===== src/rtl/tsq_pkg.sv =====
package tsq_pkg;

    localparam int LIST_DEPTH  = 16;
    localparam int MAX_RESULTS = 16;

    localparam int IDX_W = (LIST_DEPTH > 1) ? $clog2(LIST_DEPTH) : 1;
    localparam int CNT_W = $clog2(LIST_DEPTH + 1);
    localparam int RES_W = $clog2(MAX_RESULTS + 1);

    localparam int ID_W   = 16;
    localparam int DUR_W  = 32;
    localparam int TPS_W  = 16;
    localparam int TIME_W = 64;
    localparam int PROD_W = DUR_W + TPS_W;

    localparam logic [TPS_W-1:0] TPS_RESET = TPS_W'(18);

    typedef enum logic [1:0] {
        REQ_TICK      = 2'd0,
        REQ_SLEEP_TCK = 2'd1,
        REQ_SLEEP_SEC = 2'd2,
        REQ_NONE      = 2'd3
    } req_t;

    typedef enum logic [1:0] {
        KIND_ACCEPTED = 2'd0,
        KIND_REJECTED = 2'd1,
        KIND_WOKEN    = 2'd2,
        KIND_IDLE     = 2'd3
    } kind_t;

    typedef enum logic [3:0] {
        ST_IDLE   = 4'b0001,
        ST_MUL    = 4'b0010,
        ST_APPEND = 4'b0100,
        ST_SCAN   = 4'b1000
    } state_t;

endpackage


===== src/rtl/tick_sleep_queue.sv =====
// A sleep request goes through capture, duration scaling on the one 32x16 multiplier, and
// saturating add and append, and gives one result. A tick first increments the counter, then
// the scan reads one slot per cycle through the single compare unit, compacting the list in
// place, and a closing step ends the scan.
// A woken task is held back until the next expired slot is found or the scan closes, so that
// the final beat of a tick can carry last. Results come out for one cycle each on
// result_valid and the receiver cannot stall them; busy is high from the accepted start until
// the final beat has been issued.
module tick_sleep_queue
(
    input  logic                         clk,
    input  logic                         rst_n,
    input  logic                         start,
    output logic                         busy,
    input  logic [1:0]                   req_type,
    input  logic [tsq_pkg::ID_W-1:0]     task_id,
    input  logic [tsq_pkg::DUR_W-1:0]    duration,
    input  logic                         cfg_we,
    input  logic [tsq_pkg::TPS_W-1:0]    cfg_wdata,
    output logic                         result_valid,
    output logic [1:0]                   kind,
    output logic [tsq_pkg::ID_W-1:0]     woken_id,
    output logic [tsq_pkg::TIME_W-1:0]   tick_count,
    output logic                         last
);

    tsq_pkg::state_t                 state_reg, state_next;
    logic [tsq_pkg::TPS_W-1:0]       tps_reg, tps_next;
    logic [tsq_pkg::TIME_W-1:0]      counter_reg, counter_next;
    logic [tsq_pkg::CNT_W-1:0]       count_reg, count_next;
    logic [tsq_pkg::CNT_W-1:0]       rd_reg, rd_next;
    logic [tsq_pkg::CNT_W-1:0]       wr_reg, wr_next;
    logic [tsq_pkg::RES_W-1:0]       woke_reg, woke_next;
    logic                            pend_reg, pend_next;
    logic [tsq_pkg::ID_W-1:0]        pend_id_reg, pend_id_next;
    logic                            sec_reg, sec_next;
    logic [tsq_pkg::ID_W-1:0]        id_reg, id_next;
    logic [tsq_pkg::DUR_W-1:0]       dur_reg, dur_next;
    logic [tsq_pkg::TIME_W-1:0]      len_reg, len_next;

    logic                            res_valid_reg, res_valid_next;
    logic [1:0]                      kind_reg, kind_next;
    logic [tsq_pkg::ID_W-1:0]        woken_id_reg, woken_id_next;
    logic                            last_reg, last_next;

    logic [tsq_pkg::ID_W-1:0]        slot_task_reg [tsq_pkg::LIST_DEPTH];
    logic [tsq_pkg::TIME_W-1:0]      slot_wake_reg [tsq_pkg::LIST_DEPTH];

    logic                            slot_we;
    logic [tsq_pkg::IDX_W-1:0]       slot_waddr;
    logic [tsq_pkg::ID_W-1:0]        slot_wtask;
    logic [tsq_pkg::TIME_W-1:0]      slot_wwake;

    logic [tsq_pkg::ID_W-1:0]        rd_task;
    logic [tsq_pkg::TIME_W-1:0]      rd_wake;
    logic [tsq_pkg::PROD_W-1:0]      product;
    logic [tsq_pkg::TIME_W:0]        wake_sum;
    logic                            expired;

    assign rd_task  = slot_task_reg[rd_reg[tsq_pkg::IDX_W-1:0]];
    assign rd_wake  = slot_wake_reg[rd_reg[tsq_pkg::IDX_W-1:0]];
    assign product  = dur_reg * tps_reg;
    assign wake_sum = {1'b0, counter_reg} + {1'b0, len_reg};
    assign expired  = (rd_wake <= counter_reg)
                   && (woke_reg < tsq_pkg::RES_W'(tsq_pkg::MAX_RESULTS));

    always_comb
    begin
        state_next     = state_reg;
        tps_next       = cfg_we ? cfg_wdata : tps_reg;
        counter_next   = counter_reg;
        count_next     = count_reg;
        rd_next        = rd_reg;
        wr_next        = wr_reg;
        woke_next      = woke_reg;
        pend_next      = pend_reg;
        pend_id_next   = pend_id_reg;
        sec_next       = sec_reg;
        id_next        = id_reg;
        dur_next       = dur_reg;
        len_next       = len_reg;
        res_valid_next = 1'b0;
        kind_next      = kind_reg;
        woken_id_next  = woken_id_reg;
        last_next      = last_reg;
        slot_we        = 1'b0;
        slot_waddr     = rd_reg[tsq_pkg::IDX_W-1:0];
        slot_wtask     = rd_task;
        slot_wwake     = rd_wake;

        unique case (state_reg)
            tsq_pkg::ST_IDLE:
            begin
                if (start)
                begin
                    id_next  = task_id;
                    dur_next = duration;
                    sec_next = (req_type == tsq_pkg::REQ_SLEEP_SEC);
                    if (req_type == tsq_pkg::REQ_TICK)
                    begin
                        counter_next = counter_reg + tsq_pkg::TIME_W'(1);
                        rd_next      = '0;
                        wr_next      = '0;
                        woke_next    = '0;
                        pend_next    = 1'b0;
                        state_next   = tsq_pkg::ST_SCAN;
                    end
                    else if (req_type == tsq_pkg::REQ_SLEEP_TCK
                          || req_type == tsq_pkg::REQ_SLEEP_SEC)
                    begin
                        state_next = tsq_pkg::ST_MUL;
                    end
                end
            end
            tsq_pkg::ST_MUL:
            begin
                if (sec_reg)
                    len_next = tsq_pkg::TIME_W'(product);
                else
                    len_next = tsq_pkg::TIME_W'(dur_reg);
                state_next = tsq_pkg::ST_APPEND;
            end
            tsq_pkg::ST_APPEND:
            begin
                res_valid_next = 1'b1;
                woken_id_next  = '0;
                last_next      = 1'b1;
                if (count_reg == tsq_pkg::CNT_W'(tsq_pkg::LIST_DEPTH))
                begin
                    kind_next = tsq_pkg::KIND_REJECTED;
                end
                else
                begin
                    kind_next  = tsq_pkg::KIND_ACCEPTED;
                    slot_we    = 1'b1;
                    slot_waddr = count_reg[tsq_pkg::IDX_W-1:0];
                    slot_wtask = id_reg;
                    slot_wwake = wake_sum[tsq_pkg::TIME_W] ? '1
                               : wake_sum[tsq_pkg::TIME_W-1:0];
                    count_next = count_reg + tsq_pkg::CNT_W'(1);
                end
                state_next = tsq_pkg::ST_IDLE;
            end
            tsq_pkg::ST_SCAN:
            begin
                if (rd_reg == count_reg)
                begin
                    res_valid_next = 1'b1;
                    last_next      = 1'b1;
                    if (pend_reg)
                    begin
                        kind_next     = tsq_pkg::KIND_WOKEN;
                        woken_id_next = pend_id_reg;
                    end
                    else
                    begin
                        kind_next     = tsq_pkg::KIND_IDLE;
                        woken_id_next = '0;
                    end
                    pend_next  = 1'b0;
                    count_next = wr_reg;
                    state_next = tsq_pkg::ST_IDLE;
                end
                else
                begin
                    rd_next = rd_reg + tsq_pkg::CNT_W'(1);
                    if (expired)
                    begin
                        if (pend_reg)
                        begin
                            res_valid_next = 1'b1;
                            kind_next      = tsq_pkg::KIND_WOKEN;
                            woken_id_next  = pend_id_reg;
                            last_next      = 1'b0;
                        end
                        pend_next    = 1'b1;
                        pend_id_next = rd_task;
                        woke_next    = woke_reg + tsq_pkg::RES_W'(1);
                    end
                    else
                    begin
                        slot_we    = 1'b1;
                        slot_waddr = wr_reg[tsq_pkg::IDX_W-1:0];
                        wr_next    = wr_reg + tsq_pkg::CNT_W'(1);
                    end
                end
            end
            default:
            begin
                state_next = tsq_pkg::ST_IDLE;
            end
        endcase
    end

    always_ff @(posedge clk or negedge rst_n)
    begin
        if (!rst_n)
        begin
            state_reg     <= tsq_pkg::ST_IDLE;
            tps_reg       <= tsq_pkg::TPS_RESET;
            counter_reg   <= '0;
            count_reg     <= '0;
            rd_reg        <= '0;
            wr_reg        <= '0;
            woke_reg      <= '0;
            pend_reg      <= 1'b0;
            sec_reg       <= 1'b0;
            res_valid_reg <= 1'b0;
        end
        else
        begin
            state_reg     <= state_next;
            tps_reg       <= tps_next;
            counter_reg   <= counter_next;
            count_reg     <= count_next;
            rd_reg        <= rd_next;
            wr_reg        <= wr_next;
            woke_reg      <= woke_next;
            pend_reg      <= pend_next;
            sec_reg       <= sec_next;
            res_valid_reg <= res_valid_next;
        end
    end

    always_ff @(posedge clk)
    begin
        pend_id_reg  <= pend_id_next;
        id_reg       <= id_next;
        dur_reg      <= dur_next;
        len_reg      <= len_next;
        kind_reg     <= kind_next;
        woken_id_reg <= woken_id_next;
        last_reg     <= last_next;
        if (slot_we)
        begin
            slot_task_reg[slot_waddr] <= slot_wtask;
            slot_wake_reg[slot_waddr] <= slot_wwake;
        end
    end

    assign busy         = (state_reg != tsq_pkg::ST_IDLE);
    assign result_valid = res_valid_reg;
    assign kind         = kind_reg;
    assign woken_id     = woken_id_reg;
    assign tick_count   = counter_reg;
    assign last         = last_reg;

endmodule


===== config.mk =====
export PLATFORM = sky130hd
export DESIGN_NAME = tick_sleep_queue
export DESIGN_NICKNAME = d
export VERILOG_FILES = /design/src/rtl/tsq_pkg.sv /design/src/rtl/tick_sleep_queue.sv
export SDC_FILE = /design/constraint.sdc
export NUM_CORES = 2
export LEC_CHECK = 0
export CORE_UTILIZATION = 35
export CTS_CLUSTER_DIAMETER = 60
export DETAILED_ROUTE_END_ITERATION = 10
export DONT_BUFFER_PORTS = 1
export SKIP_CTS_REPAIR_TIMING = 1
export SLEW_MARGIN = 20
export SYNTH_ARGS = -nofsm -noshare
export SYNTH_HDL_FRONTEND = slang
export SYNTH_SLANG_ARGS = --single-unit

===== constraint.sdc =====
create_clock -name clk -period 15.2 [get_ports clk]
set_input_delay 4.56 -clock clk [delete_from_list [all_inputs] [get_ports clk]]
set_output_delay 4.56 -clock clk [all_outputs]
set_load 0.1 [all_outputs]

==> results.md <==
- Predominant post-synthesis flop cell: sky130_fd_sc_hd__edfxtp_1
- Number of nets in the layout: 5922
- Number of distinct standard cells referenced by the synthesized netlist: 81
- Maximum number of pins on one net before global-route repair: 135
- Sinks on Clock Net: 1518
- Worst-case clock skew: 0.0762 ns
- Final Max Slew Viols: 0
- Die Wd: 476 um
- Per-cell via count in the routed design: 5.38
- Boundary Pins: 155
- Detailed Place HPWL: 132000 um
- Share of the clock period used by the worst path after layout: 61.0%
- CTS clk-pin slew, worst paths: 0.06 ns
- Finish-stage setup viols: 0
- Number of antenna violations at the first check in global routing: 3
- Number of synthesis warnings: 0
- Setup repair after global routing missed its margin: no
- Overall track demand over capacity in global routing: 18.9%
- First-pass GRT wire length: 315000 um
- Achievable frequency: 108 MHz
- Gate Count Post-Synth: 5131
- Wire length per cell after detailed routing: 25.5 um
- Synthesis-to-finish area growth: 12.0%
- Worst-Skew Late Latency: 0.82 ns
- EDFF count, synth: 1411
- DRC violation count after routing: 0
- Arrival time at the worst endpoint: 9.66 ns
- Worst slew margin relative to its limit: 20.0%
- Global placement routability congestion: 0.859
- Total number of vias: 44700
- Critical Path Fanout Max: 77
- Via count of the first global-routing pass: 46400
- Type of origin of the critical path: flop
- Aggregate negative setup slack: 0 ns
- Ratio of cells with drive above 1 in the final layout: 16.8%
- Area share of the leading cell type in the synthesized netlist: 53.9%
- Starting density of the core: 35.3%
- Final routed wirelength across all metal layers: 211000 um
- Std-Cell Rows: 173
- Largest register FFs: 1024
- Core Area: 223000 um^2
- H-tree depth reported by CTS: 4
- Critical Path Sink Type: flop
- Maximum count of clock buffers along a single path: 3
- Number of max-cap violations: 0
- Layout filler cell count: 20400
- Detailed Route Iter0 Violations: 4431
- Clock Tree Root: sky130_fd_sc_hd__clkbuf_16
- Number of buffers created by CTS: 154
- Chip height: 476 um
- Commonest non-fill, non-tap cell in the layout: sky130_fd_sc_hd__edfxtp_1
- Post-layout min period: 9.28 ns
- Hold Path Class: reg -> reg
- WP data required: 15.58 ns
- Net Count, Synth: 5858
- Number of nets with antenna violations after detailed routing: 0
- Sequential-to-total area share from yosys stat: 57.3%
- Leading post-synthesis cells by cell area: sky130_fd_sc_hd__edfxtp_1 (54%), sky130_fd_sc_hd__mux4_2 (11%), sky130_fd_sc_hd__fa_1 (11%), sky130_fd_sc_hd__ha_1 (3.8%), sky130_fd_sc_hd__dfrtp_1 (3.3%)
- Syn_area_per_cell: 15.3 um^2
- Largest area contributor in the synthesized netlist: sky130_fd_sc_hd__edfxtp_1
- Status: finished, final reports clean
- Synthesized area: 78600 um^2
- TritonCTS clock tree: built
- Crit Path Class: reg -> reg
- Share of flip-flops with an asynchronous set or reset after synthesis: 7.05%
- Detailed-router iteration count before antenna repair: 7
- Overflow left after global routing: 0
- Area of the die: 227000 um^2
- Post-synthesis register bit count: 1518
- Number of I/O port buffers: 0
- Final-report hold violation count: 0
- Highest-count cells in the layout ignoring fill and taps: sky130_fd_sc_hd__edfxtp_1 (1411), sky130_fd_sc_hd__inv_1 (543), sky130_fd_sc_hd__nand2_1 (472)
- Worst Max-Slew Pin Slew: 1.20 ns
==> final timing paths <==
kind | startpoint | to | slack (ns) | cells past startpoint
max in group asynchronous | rst_n | tick_count[27]$_DFFE_PN0P_ | 11.25 | 0
min in group asynchronous | rst_n | tick_count[56]$_DFFE_PN0P_ | 3.51 | 0
hold reg to reg | sec_reg$_DFFE_PN0P_ | sec_reg$_DFFE_PN0P_ | 0.50 | 2
setup reg to reg | rd_reg[0]$_DFFE_PN0P_ | slot_wake_reg[9][29]$_DFFE_PP_ | 5.92 | 18
setup / recovery | rd_reg[0]$_DFFE_PN0P_ | slot_wake_reg[9][29]$_DFFE_PP_ | 5.92 | 18
hold / removal | sec_reg$_DFFE_PN0P_ | sec_reg$_DFFE_PN0P_ | 0.50 | 2
==> metrics by stage <==
stage | hold slack, ns | cells | cell area (um^2) | util (%) | worst slack, ns
floorplan | 0.481 | 5131 | 78600 | - | 4.21
global placement | 0.473 | 8010 | 82600 | 37.1 | 5.51
detailed placement | 0.487 | 8010 | 82700 | 37.1 | 5.38
CTS | 0.500 | 8296 | 87900 | 39.5 | 5.36
global route | 0.544 | 8300 | 88100 | 39.5 | 5.35
finish | 0.502 | 8304 | 88100 | 39.5 | 5.92
==> cell families after synthesis <==
group                    count (synthesis)  share of synthesized area, %
AO/OA/AOI/OAI                          468                          3.83
flip-flops                            1518                          57.3
XOR/XNOR                               166                          1.85
adder cells (fa/ha/maj)                657                          14.5
buffers and inverters                  766                          3.68
AND/OR/NAND/NOR                       1109                          6.78
multiplexers                           447                          12.1
==> critical path, cell delays in order (launching register included) <==
cell and delay, ns:
sky130_fd_sc_hd__dfrtp_4 0.97, sky130_fd_sc_hd__buf_12 0.58, sky130_fd_sc_hd__buf_4 0.79, sky130_fd_sc_hd__mux4_2 0.60, sky130_fd_sc_hd__mux4_2 0.54, sky130_fd_sc_hd__ha_1 0.33
sky130_fd_sc_hd__a21o_1 0.16, sky130_fd_sc_hd__a21o_1 0.17, sky130_fd_sc_hd__a21o_1 0.17, sky130_fd_sc_hd__a21oi_1 0.14, sky130_fd_sc_hd__o221ai_1 0.12, sky130_fd_sc_hd__a21oi_1 0.38
sky130_fd_sc_hd__o31ai_1 0.17, sky130_fd_sc_hd__o21ai_2 0.57, sky130_fd_sc_hd__nor2_1 0.25, sky130_fd_sc_hd__a221o_1 0.49, sky130_fd_sc_hd__nor3_2 0.78, sky130_fd_sc_hd__buf_4 0.78
sky130_fd_sc_hd__buf_4 0.69
==> area by class of cell <==
| cell class | count | area [um^2] | share of cell area (%) |
|---|---|---|---|
| clock inverters | 91 | 1170 | 1.33 |
| clock buffers | 195 | 4090 | 4.64 |
| repair buffers | 128 | 1040 | 1.18 |
| multi-input cells | 2847 | 30900 | 35.1 |
| inverters | 546 | 2050 | 2.33 |
| diodes | 4 | 10.0 | 0.0114 |
| well taps | 2975 | 3720 | 4.23 |
| flip-flops and latches | 1518 | 45100 | 51.2 |
==> metal layers <==
layer	share of wire [%]	global-route usage, %
met5	0	0
met4	2.4	5.13
met1	42	26.2
met2	48	30.6
met3	7.7	3.30
==> cells in the mapped netlist (6+ instances only) <==
cell / n
sky130_fd_sc_hd__clkbuf_1: 174
sky130_fd_sc_hd__nand3_1: 55
sky130_fd_sc_hd__o21a_1: 11
sky130_fd_sc_hd__nor2_1: 159
sky130_fd_sc_hd__a31o_2: 6
sky130_fd_sc_hd__o22a_1: 7
sky130_fd_sc_hd__buf_1: 36
sky130_fd_sc_hd__nand4_1: 37
sky130_fd_sc_hd__o31ai_1: 18
sky130_fd_sc_hd__o21ai_1: 7
sky130_fd_sc_hd__xor2_1: 35
sky130_fd_sc_hd__a31oi_1: 8
sky130_fd_sc_hd__o21bai_1: 17
sky130_fd_sc_hd__nand2_1: 473
sky130_fd_sc_hd__fa_1: 419
sky130_fd_sc_hd__edfxtp_1: 1411
sky130_fd_sc_hd__and4_1: 7
sky130_fd_sc_hd__buf_2: 9
sky130_fd_sc_hd__ha_1: 238
sky130_fd_sc_hd__nand2b_1: 12
sky130_fd_sc_hd__nor2b_1: 17
sky130_fd_sc_hd__dfrtp_1: 104
sky130_fd_sc_hd__a21o_1: 64
sky130_fd_sc_hd__a21oi_1: 185
sky130_fd_sc_hd__and2_1: 247
sky130_fd_sc_hd__nor4_1: 13
sky130_fd_sc_hd__inv_1: 545
sky130_fd_sc_hd__mux4_2: 400
sky130_fd_sc_hd__and3_1: 24
sky130_fd_sc_hd__a211oi_1: 11
sky130_fd_sc_hd__or3_1: 6
sky130_fd_sc_hd__mux2_2: 42
sky130_fd_sc_hd__xnor2_1: 131
sky130_fd_sc_hd__o21ai_0: 71
sky130_fd_sc_hd__o211ai_1: 7
sky130_fd_sc_hd__nor3_1: 34
Power is not shown: default switching activity piles up to over one toggle a cycle in this logic, so the estimate is an artifact.
